==> config.mk <==
export PLATFORM = sky130hd
export DESIGN_NAME = fspc_core
export DESIGN_NICKNAME = d
export VERILOG_FILES = /design/src/hdl/fspc_pkg.sv /design/src/hdl/fspc_core.sv
export SDC_FILE = /design/constraint.sdc
export NUM_CORES = 1
export LEC_CHECK = 0
export BUFFER_PORTS_ARGS = -buffer_cell sky130_fd_sc_hd__buf_2
export CORE_MARGIN = 2
export CORE_UTILIZATION = 35
export CTS_CLUSTER_DIAMETER = 80
export DETAILED_ROUTE_END_ITERATION = 16
export PLACE_DENSITY = 0.57
export SLEW_MARGIN = 20
export SYNTH_ARGS = -nofsm -noshare
export SYNTH_HDL_FRONTEND = slang
export SYNTH_SLANG_ARGS = --single-unit
==> constraint.sdc <==
create_clock -name clk -period 10.55 [get_ports clk]
set_input_delay 1.5825 -clock clk [delete_from_list [all_inputs] [get_ports clk]]
set_output_delay 1.5825 -clock clk [all_outputs]
set_load 0.02 [all_outputs]
==> src/hdl/fspc_pkg.sv <==
// Package for the five-stage pipeline machine: constants, pipeline latch types,
// opcode codes and field helpers. No dependencies.
package fspc_pkg;

  localparam int MEM_WORDS = 65536;
  localparam int AW        = $clog2(MEM_WORDS);
  localparam int REG_COUNT = 8;
  localparam int RW        = $clog2(REG_COUNT);

  localparam logic [31:0] NOOP_WORD = 32'h01c0_0000;

  typedef enum logic [2:0] {
    OP_ADD  = 3'd0,
    OP_NAND = 3'd1,
    OP_LW   = 3'd2,
    OP_SW   = 3'd3,
    OP_BEQ  = 3'd4,
    OP_CMOV = 3'd5,
    OP_HALT = 3'd6,
    OP_NOOP = 3'd7
  } opcode_t;

  typedef struct packed {
    logic [31:0]   instr;
    logic [AW-1:0] pc1;
  } ifid_t;

  typedef struct packed {
    logic [31:0]   instr;
    logic [AW-1:0] pc1;
    logic [31:0]   ra;
    logic [31:0]   rb;
    logic [31:0]   off;
  } idex_t;

  typedef struct packed {
    logic [31:0]   instr;
    logic [AW-1:0] target;
    logic [31:0]   alu;
    logic [31:0]   rb;
  } exmem_t;

  typedef struct packed {
    logic [31:0] instr;
    logic [31:0] data;
  } wbl_t;

  typedef struct packed {
    logic          ok;
    logic [RW-1:0] r;
  } dest_t;

  typedef struct packed {
    logic [AW-1:0] pc;
    logic [AW-1:0] daddr;
    logic [RW-1:0] ra;
    logic [RW-1:0] rb;
  } rd_t;

  typedef struct packed {
    logic          imem_we;
    logic          dmem_we;
    logic [AW-1:0] mem_addr;
    logic [31:0]   mem_data;
    logic          rf_we;
    logic [RW-1:0] rf_addr;
    logic [31:0]   rf_data;
  } wr_t;

  typedef struct packed {
    logic [15:0] pc_now;
    logic        wb_valid;
    logic [2:0]  wb_reg;
    logic [31:0] wb_data;
    logic        store_valid;
    logic [15:0] store_addr;
    logic [31:0] store_data;
    logic        stalled;
    logic        squashed;
    logic        halted;
    logic        fault;
    logic [31:0] cycle_count;
  } res_t;

  function automatic logic is_op(logic [31:0] w, opcode_t o);
    return w[31:22] == {7'd0, o};
  endfunction

  function automatic logic [RW-1:0] fa(logic [31:0] w);
    return w[19+:RW];
  endfunction

  function automatic logic [RW-1:0] fb(logic [31:0] w);
    return w[16+:RW];
  endfunction

  function automatic dest_t dest_of(logic [31:0] w, logic allow_lw);
    dest_t d;
    d.ok = 1'b0;
    d.r  = w[RW-1:0];
    if (is_op(w, OP_ADD) || is_op(w, OP_NAND) || is_op(w, OP_CMOV)) begin
      d.ok = 1'b1;
    end else if (is_op(w, OP_LW) && allow_lw) begin
      d.ok = 1'b1;
      d.r  = fb(w);
    end
    return d;
  endfunction

endpackage

==> src/hdl/fspc_core.sv <==
// Pipeline latches, hazard logic, forwarding and execute for one clock step.
// Depends on fspc_pkg; memory read data arrives from fspc_ram instances.
module fspc_core import fspc_pkg::*; (
  input  logic        clk,
  input  logic        rst,
  input  logic        step,
  input  logic        act,
  input  logic [15:0] laddr,
  input  logic [31:0] ldata,
  input  logic [31:0] imem_q,
  input  logic [31:0] dmem_q,
  input  logic [31:0] rfa_q,
  input  logic [31:0] rfb_q,
  output rd_t         rd,
  output wr_t         wr,
  output res_t        res
);

  logic [AW-1:0] pc, pc_next;
  ifid_t         ifid, ifid_next;
  idex_t         idex, idex_next;
  exmem_t        exmem, exmem_next;
  wbl_t          memwb, memwb_next;
  wbl_t          wbend;
  logic [31:0]   cycles, cycles_next;
  logic          stop_halt, stop_fault;

  logic          run, halt_now, fault_now, exec;
  logic          stall, squash;
  logic [31:0]   a, b;
  dest_t         d_wbe, d_mwb, d_exm, d_wb;

  assign rd.pc    = pc;
  assign rd.daddr = exmem.alu[AW-1:0];
  assign rd.ra    = fa(ifid.instr);
  assign rd.rb    = fb(ifid.instr);

  assign run       = step && act && !stop_halt && !stop_fault;
  assign halt_now  = is_op(memwb.instr, OP_HALT);
  assign fault_now = idex.instr[31:25] != 7'd0;
  assign exec      = run && !halt_now && !fault_now;

  always_comb begin
    ifid_next.instr = imem_q;
    ifid_next.pc1   = pc + 1'b1;
    pc_next         = ifid_next.pc1;

    idex_next.instr = ifid.instr;
    idex_next.pc1   = ifid.pc1;
    idex_next.ra    = rfa_q;
    idex_next.rb    = rfb_q;
    idex_next.off   = {{16{ifid.instr[15]}}, ifid.instr[15:0]};

    stall = is_op(idex.instr, OP_LW) &&
            (fa(ifid.instr) == fb(idex.instr) || fb(ifid.instr) == fb(idex.instr));
    if (stall) begin
      pc_next         = pc;
      ifid_next       = ifid;
      idex_next.instr = NOOP_WORD;
    end

    a     = idex.ra;
    b     = idex.rb;
    d_wbe = dest_of(wbend.instr, 1'b1);
    d_mwb = dest_of(memwb.instr, 1'b1);
    d_exm = dest_of(exmem.instr, 1'b0);
    if (d_wbe.ok && fa(idex.instr) == d_wbe.r) a = wbend.data;
    if (d_wbe.ok && fb(idex.instr) == d_wbe.r) b = wbend.data;
    if (d_mwb.ok && fa(idex.instr) == d_mwb.r) a = memwb.data;
    if (d_mwb.ok && fb(idex.instr) == d_mwb.r) b = memwb.data;
    if (d_exm.ok && fa(idex.instr) == d_exm.r) a = exmem.alu;
    if (d_exm.ok && fb(idex.instr) == d_exm.r) b = exmem.alu;

    exmem_next.instr  = idex.instr;
    exmem_next.target = '0;
    exmem_next.alu    = '0;
    exmem_next.rb     = b;
    unique case (opcode_t'(idex.instr[24:22]))
      OP_ADD:  exmem_next.alu = a + b;
      OP_NAND: exmem_next.alu = ~(a & b);
      OP_CMOV: begin
        if (b != 32'd0) exmem_next.alu = a;
        else            exmem_next.instr = NOOP_WORD;
      end
      OP_LW, OP_SW: exmem_next.alu = a + idex.off;
      OP_BEQ: begin
        exmem_next.alu    = {31'd0, a == b};
        exmem_next.target = idex.pc1 + idex.off[AW-1:0];
      end
      OP_HALT, OP_NOOP: ;
    endcase

    memwb_next.instr = exmem.instr;
    memwb_next.data  = '0;
    squash           = 1'b0;
    unique case (opcode_t'(exmem.instr[24:22]))
      OP_ADD, OP_NAND, OP_CMOV: memwb_next.data = exmem.alu;
      OP_LW: memwb_next.data = dmem_q;
      OP_BEQ: begin
        if (exmem.alu == 32'd1) begin
          squash           = 1'b1;
          ifid_next.instr  = NOOP_WORD;
          idex_next.instr  = NOOP_WORD;
          exmem_next.instr = NOOP_WORD;
          pc_next          = exmem.target;
        end
      end
      OP_SW, OP_HALT, OP_NOOP: ;
    endcase

    d_wb        = dest_of(memwb.instr, 1'b1);
    cycles_next = (cycles == 32'hFFFF_FFFF) ? cycles : cycles + 32'd1;
  end

  always_comb begin
    wr.imem_we  = step && !act;
    wr.dmem_we  = (step && !act) || (exec && is_op(exmem.instr, OP_SW));
    wr.mem_addr = act ? exmem.alu[AW-1:0] : laddr[AW-1:0];
    wr.mem_data = act ? exmem.rb : ldata;
    wr.rf_we    = exec && d_wb.ok;
    wr.rf_addr  = d_wb.r;
    wr.rf_data  = memwb.data;

    res             = '0;
    res.pc_now      = 16'(exec ? pc_next : pc);
    res.halted      = stop_halt || (run && halt_now);
    res.fault       = stop_fault || (run && !halt_now && fault_now);
    res.cycle_count = exec ? cycles_next : cycles;
    if (exec) begin
      res.wb_valid    = d_wb.ok;
      res.wb_reg      = d_wb.ok ? 3'(d_wb.r) : 3'd0;
      res.wb_data     = d_wb.ok ? memwb.data : 32'd0;
      res.store_valid = is_op(exmem.instr, OP_SW);
      res.store_addr  = res.store_valid ? 16'(exmem.alu[AW-1:0]) : 16'd0;
      res.store_data  = res.store_valid ? exmem.rb : 32'd0;
      res.stalled     = stall;
      res.squashed    = squash;
    end
  end

  always_ff @(posedge clk) begin
    if (rst) begin
      pc         <= '0;
      ifid       <= '{instr: NOOP_WORD, default: '0};
      idex       <= '{instr: NOOP_WORD, default: '0};
      exmem      <= '{instr: NOOP_WORD, default: '0};
      memwb      <= '{instr: NOOP_WORD, default: '0};
      wbend      <= '{instr: NOOP_WORD, default: '0};
      cycles     <= '0;
      stop_halt  <= 1'b0;
      stop_fault <= 1'b0;
    end else if (exec) begin
      pc     <= pc_next;
      ifid   <= ifid_next;
      idex   <= idex_next;
      exmem  <= exmem_next;
      memwb  <= memwb_next;
      wbend  <= memwb;
      cycles <= cycles_next;
    end else if (run) begin
      if (halt_now) stop_halt  <= 1'b1;
      else          stop_fault <= 1'b1;
    end
  end

endmodule

# After elaboration in Yosys (flattened, before gate mapping)
# Index checks and enable logic that the tools add are counted.
word_totals:
  reg_bits: 466
  latchBits: 0
  mem_bits_rw: 0
  mem_bits_ro: 0
  in_bits: 180
  out_inout_bits: 261
  elab_cells: 146
  n_memories: 0
op_classes:
  add_sub_neg: 5
  mul: 0
  div: 0
  magnitude_cmp: 0
  n_eq_ne: 31
  shifts: 0
  n_mux: 42
  n_bitwise: 5
  n_reduce_logical: 44
ops:
  columns: ["cell", "count"]
  rows:
  - ["$mux 32", 21]
  - ["$pmux 32 s5", 1]
  - ["$mux 16", 7]
  - ["$mux 87", 1]
  - ["$add 32x32->32", 2]
  - ["$pmux 32 s2", 1]
  - ["$mux 48", 1]
  - ["$eq 10x2->1 const B", 4]
  - ["$eq 10x3->1 const B", 4]
  - ["$add 32x1->32 const B", 1]
  - ["$and 32x32->32", 1]
  - ["$eq 32x1->1 const B", 1]
  - ["$eq 32x32->1", 1]
  - ["$eq 32x32->1 const B", 1]
  - ["$not 32->32", 1]
  - ["$reduce_bool 32->1", 1]
  - ["$eq 10x1->1 const B", 3]
  - ["$logic_not 10->1", 3]
  - ["$eq 3x3->1", 8]
  - ["$logic_and 1x1->1", 17]
  - ["$add 16x1->16 const B", 1]
  - ["$add 16x16->16", 1]
  - ["$eq 3x3->1 const B", 4]
  - ["$logic_or 1x1->1", 10]
  - ["other kinds (13)", 31]

# Longest topological paths before layout
depth:
  ltp_word: 14
  ltp_mapped: 28
  mapped_depth_nobuf: 22

# Least setup slack after synthesis
# Ideal clock, no wire load.
synth_timing:
  path_kind: "register -> register"
  from: "register wbend[59] (netlist name)"
  to: "register exmem[63] (netlist name)"
  setup_time_ns: 0.069
  t_arrival_ns: 5.659
  required_ns: 10.481
  setup_slack_ns: 4.822
  path_stages_with_launch: 23
  n_path_buf: 4
  synth_period_minus_slack_ns: 5.728
  cell_sequence: "dfxtp_1 > or4_4 > buf_6 > a2111oi_4 > nand4_4 > nor3_4 > buf_6 > clkbuf_1 > clkbuf_1 > mux2i_1 > a211oi_1 > a21oi_1 > inv_1 > ha_1 > o21bai_1 > a22o_1 > a221o_1 > a31oi_4 > o31ai_2 > a21bo_4 > a21oi_2 > mux2_2 > o21ai_1"
synth_via:
  elab_chain_len: 12
  word_cells_on_any_way: 26
  classes_between: "add/sub (2); eq/ne (5); mux (11); bitwise (2); reduce/logical (6)"
synth_rtl:
  columns: ["element", "line", "rtl"]
  rows:
  - ["start, declared", "fspc_core.sv:24", "wbl_t wbend;"]
  - ["start signal, assigned", "fspc_core.sv:158", "wbend <= memwb;"]
  - ["branches (longest 11 deep; another with $add 32x32->32)", null, null]
  - ["$pmux 32 s5 *", "fspc_core.sv:78", "unique case (opcode_t'(idex.instr[24:22]))"]
  - ["end signal, assigned", "fspc_core.sv:156", "exmem <= exmem_next;"]
  - ["end, declared", "fspc_core.sv:22", "exmem_t exmem, exmem_next;"]
# Mark *: on every way between the ends.
# A chain may end at the register's enable or synchronous reset.

==> flow_results.xml <==
<?xml version="1.0" encoding="UTF-8"?>
<metrics>
  <group name="outcome">
    <metric name="run_status" unit="">finished clean</metric>
  </group>
  <group name="logic_synthesis">
    <metric name="synthCells" unit="">3049</metric>
    <metric name="yosys_warnings" unit="">0</metric>
    <metric name="asyncSetResetFlopFracSynth" unit="">0</metric>
    <metric name="synth_enable_flop_cells" unit="">0</metric>
    <metric name="yosysTopAreaCellShare" unit="">0.343</metric>
    <metric name="synth_xor_xnor_area_share" unit="">0.0403</metric>
    <metric name="synth_area_leader_cell" unit="">dfxtp_1</metric>
    <metric name="ys_seq_area_frac" unit="">0.343</metric>
    <metric name="yosys.area_share.adder" unit="">0.0415</metric>
    <metric name="yosys-top-cells-area" unit="">dfxtp_1, nand2_1, a21oi_1</metric>
    <metric name="synth_cell_types" unit="">99</metric>
    <metric name="synth_compound_area_frac" unit="">0.219</metric>
    <metric name="post_synth_and_or_nand_nor_area_fraction" unit="">0.239</metric>
    <metric name="largest_family_of_logic_cells_by_synthesized_area" unit="">simple AND/OR/NAND/NOR gates</metric>
    <metric name="ys.flop_type" unit="">dfxtp_1</metric>
    <metric name="syn-cell-area" unit="um^2">23700</metric>
    <metric name="multiplexer_share_of_the_synthesized_area" unit="">0.0482</metric>
    <metric name="synthesis.area_per_instance" unit="um^2">7.76</metric>
    <metric name="synth_fp_nets" unit="">3306</metric>
    <metric name="postSynthRegisterBits" unit="">405</metric>
  </group>
  <group name="sta">
    <metric name="postLayoutSetupSlackWorst" unit="ns">3.92</metric>
    <metric name="min_period" unit="ns">6.63</metric>
    <metric name="final-setup-viol-count" unit="">0</metric>
    <metric name="grt_setup_unrepaired" unit="">no</metric>
    <metric name="finalHoldWorstSlack" unit="ns">0.448</metric>
    <metric name="final_clock_period_utilization_by_the_worst_path" unit="">0.628</metric>
    <metric name="worst_slew_margin_relative_to_its_limit" unit="">0.223</metric>
    <metric name="maxClockFrequency" unit="GHz">0.151</metric>
    <metric name="finalSetupTns" unit="ns">0</metric>
    <metric name="report.final.slew_viol_count" unit="">0</metric>
    <metric name="report.final.hold_viol_count" unit="">0</metric>
    <metric name="slew_at_the_pin_closest_to_its_max_slew_limit" unit="ns">1.16</metric>
    <metric name="final.setup_skew" unit="ns">0.0152</metric>
  </group>
  <group name="floorplanning">
    <metric name="effective_utilization_at_floorplan" unit="">0.353</metric>
    <metric name="dieHeight" unit="um">264</metric>
    <metric name="floorplan.rows" unit="">95</metric>
    <metric name="floorplan.die_area" unit="um^2">69700</metric>
    <metric name="core_area" unit="um^2">67000</metric>
    <metric name="io-pin-count" unit="">441</metric>
    <metric name="die_width" unit="um">264</metric>
  </group>
  <group name="hold_path">
    <metric name="holdPathEnd" unit="">idex[5]</metric>
    <metric name="hold_path.startpoint" unit="">idex_next[5]</metric>
    <metric name="min_path_type" unit="">flip-flop to flip-flop</metric>
    <metric name="hold-path-cell-count" unit="">2</metric>
  </group>
  <group name="place">
    <metric name="place_worst_setup_slack" unit="ns">3.98</metric>
    <metric name="gpl.final_weighted_congestion" unit="">0.939</metric>
    <metric name="port_buffers" unit="">440</metric>
    <metric name="dp_cells" unit="">4122</metric>
    <metric name="hpwlAfterDp" unit="um">66300</metric>
  </group>
  <group name="critical_path">
    <metric name="timing.rr.end" unit="">exmem[62]</metric>
    <metric name="timing.reg2reg.setup_slack" unit="ns">4.10</metric>
    <metric name="worstPathCellList" unit="">buf_2 &gt; buf_4 &gt; nand2_1 &gt; nor2_1 &gt; nand3_4 &gt; a21oi_1 &gt; nand2_1 &gt; nor4_1 &gt; and3_1 &gt; nand3_1 &gt; xnor2_1 &gt; buf_2</metric>
    <metric name="timing.critical_path.buf_inv" unit="">3</metric>
    <metric name="cp_data_required_time" unit="ns">8.97</metric>
    <metric name="launching_element_type_of_the_critical_path" unit="">primary input</metric>
    <metric name="endpoint_kind" unit="">primary output</metric>
    <metric name="critical_path.slowest_cell" unit="">nor4_1</metric>
    <metric name="worst-setup-path-type" unit="">primary input to primary output</metric>
    <metric name="crit_path_max_incr_delay" unit="ns">0.69</metric>
    <metric name="worstPathMaxFanout" unit="">51</metric>
    <metric name="family_with_the_most_delay_on_the_worst_path" unit="">simple AND/OR/NAND/NOR gates</metric>
    <metric name="crit-reg2reg-launch" unit="">memwb[59]</metric>
    <metric name="timing.critical_path.arrival" unit="ns">5.05</metric>
    <metric name="worst-r2r-cell-count" unit="">20</metric>
  </group>
  <group name="detailed_routing">
    <metric name="wl_met1" unit="um">41700</metric>
    <metric name="avgViaCountPerCell" unit="">5.46</metric>
    <metric name="route.met3.wl" unit="um">6420</metric>
    <metric name="drc_errors" unit="">0</metric>
    <metric name="drt_first_iter_violations" unit="">1994</metric>
    <metric name="via_total_after_detailed_routing" unit="">22996</metric>
    <metric name="drtPass1Iterations" unit="">6</metric>
    <metric name="routed.top_layer" unit="">met5</metric>
    <metric name="wl_met2" unit="um">40700</metric>
    <metric name="routed_wire_length_per_instance" unit="um">21.6</metric>
    <metric name="antenna_left" unit="">0</metric>
    <metric name="wirelength" unit="um">90900</metric>
  </group>
  <group name="final_layout">
    <metric name="final_util" unit="">0.413</metric>
    <metric name="finish.cell_count_without_fillers" unit="">4211</metric>
    <metric name="final_nets" unit="">3556</metric>
    <metric name="final_layout_size_suffix_gt1_frac" unit="">0.202</metric>
    <metric name="synthToLayoutAreaGrowth" unit="%">16.9</metric>
  </group>
  <group name="global_route">
    <metric name="total_routing_usage_gr" unit="">0.251</metric>
    <metric name="largest_net_degree_at_the_start_of_global_routing" unit="">169</metric>
    <metric name="vias_in_the_first_global_route" unit="">21041</metric>
    <metric name="grt_antenna_before_repair" unit="">2</metric>
    <metric name="global_route.overflow_total" unit="">0</metric>
    <metric name="first_pass_grt_wire_length" unit="um">136000</metric>
  </group>
  <group name="flow_run">
    <metric name="drv.max_cap_violation_count" unit="">0</metric>
  </group>
  <group name="cts">
    <metric name="clock_tree_from_tritoncts" unit="">yes</metric>
    <metric name="cts_sinks" unit="">405</metric>
    <metric name="cts-root-buf" unit="">clkbuf_16</metric>
    <metric name="cts.hold.buffers_added" unit="">0</metric>
    <metric name="cts.path.max_buffers" unit="">3</metric>
    <metric name="cts_inserted_buffers" unit="">48</metric>
    <metric name="cts_setup_buffers" unit="">0</metric>
    <metric name="cts.htree.levels" unit="">2</metric>
    <metric name="clkLatencyLatePin" unit="ns">0.61</metric>
    <metric name="clk_pin_slew_worst_setup_hold_paths" unit="ns">0.06</metric>
    <metric name="cts-resized-gates" unit="">0</metric>
  </group>
  <group name="power_and_ir_drop">
    <metric name="power_leakage" unit="uW">0.0120</metric>
    <metric name="peak_supply_drop" unit="uV">104</metric>
    <metric name="powerDensity" unit="nW/um^2">168</metric>
  </group>
</metrics>
[per-stage QoR]
stage	power (uW)	cell area [um^2]
after detailed placement	2930	26000
after floorplan	2550	23700
after global placement	2930	26000
after CTS	4660	27700
final	4640	27700
after global routing	4860	27700
[cell families after synthesis]
family                     Yosys count
DFF                                405
buffers and inverters              372
xor gates and xnor gates           109
and+or+nand+nor                   1199
muxes                              107
AOI/OAI and AO/OA                  779
adders and majority gates           78
[final cells by class]
| cell class | instances | area (um^2) |
|---|---|---|
| Multi-Input combinational cell | 2272 | 14000 |
| Clock buffer | 58 | 1310 |
| Tap cell | 873 | 1090 |
| Inverter | 97 | 364 |
| Sequential cell | 405 | 8110 |
| Antenna cell | 1 | 2.50 |
| Fill cell | 6980 | 39400 |
| Timing Repair Buffer | 475 | 2510 |
| Clock inverter | 30 | 310 |
[routing by layer]
| metal | GRT usage | vias up |
|---|---|---|
| met4 | 0.0639 | 2 |
| met1 | 0.360 | 10807 |
| li1 | - | 11177 |
| met2 | 0.394 | 883 |
| met5 | 0 | - |
| met3 | 0.0339 | 127 |
[report_power, final]
group	switching, uW	total, uW	internal [uW]
registers	89.8	1690	1600
clock network	732	1720	993
logic	794	1230	435
[worst reg2reg max path, cell delays in order (launching register included)]
cell       delay, ns
dfxtp_1         0.33
or4_1           0.71
a2111oi_4       0.37
buf_4           0.49
o2111ai_2       0.23
or3_2           0.64
buf_4           0.33
a211oi_1        0.30
a21oi_1         0.08
inv_1           0.11
ha_1            0.21
ha_1            0.20
maj3_2          0.22
o31ai_4         0.08
o31ai_2         0.40
o2111ai_2       0.23
a211oi_1        0.55
o221ai_1        0.24
o21ai_0         0.28
mux2i_1         0.22
o21ai_0         0.09
[worst max-delay path by stage]
stage | start | to | cells past startpoint
after floorplan | wbend[59] | exmem[63] | 22
after global placement | act | res[30] | 12
after CTS | act | res[30] | 12
after detailed placement | act | res[30] | 12
final | act | res[30] | 12
after global routing | act | res[30] | 12
[cell usage after synthesis, types with 10 or more instances]
cell type    n
or3_1       11
nor3_1      58
clkbuf_1   183
buf_2       12
o22ai_1     29
o21ai_0     52
a21o_1      26
nor2_1     252
a21oi_1    349
nor2b_1     78
and2_1      60
and3_1      52
o21bai_1    14
a221oi_1    38
dfxtp_1    405
nand3_1     42
nand2b_1    36
nand4_1     37
inv_1       96
xor2_1      29
ha_1        76
xnor2_1     80
nand3b_1    11
nor4_1      31
o221ai_1    10
a22oi_1     42
mux2_2      54
o31a_1      15
a211oi_1   103
buf_1       18
mux2i_1     52
buf_4       58
nand2_1    491
[sequential cells by signal, indices dropped and copies added, names as in the netlist, 10 cells and up]
name,flops
memwb,16
rd,22
idex_next,32
ifid,10
exmem,77
idex,115
wbend,48
wr,32
pc,16
cycles,32
[cells in the final DEF, fill, tap and decap left out, types with 38 or more instances in the layout]
master     netlist  final
a211oi_1       103    103
clkbuf_16        0     49
xnor2_1         80     80
nor3_1          58     55
o21ai_0         52     52
a221oi_1        38     38
a22oi_1         42     42
nand2_1        491    491
ha_1            76     76
nor2_1         252    249
buf_2           12    439
inv_1           96     96
mux2i_1         52     52
mux2_2          54     54
and3_1          52     51
and2_1          60     60
nand3_1         42     41
dfxtp_1        405    405
a21oi_1        349    349
nor2b_1         78     77
Power figures use the tool's default switching activity.
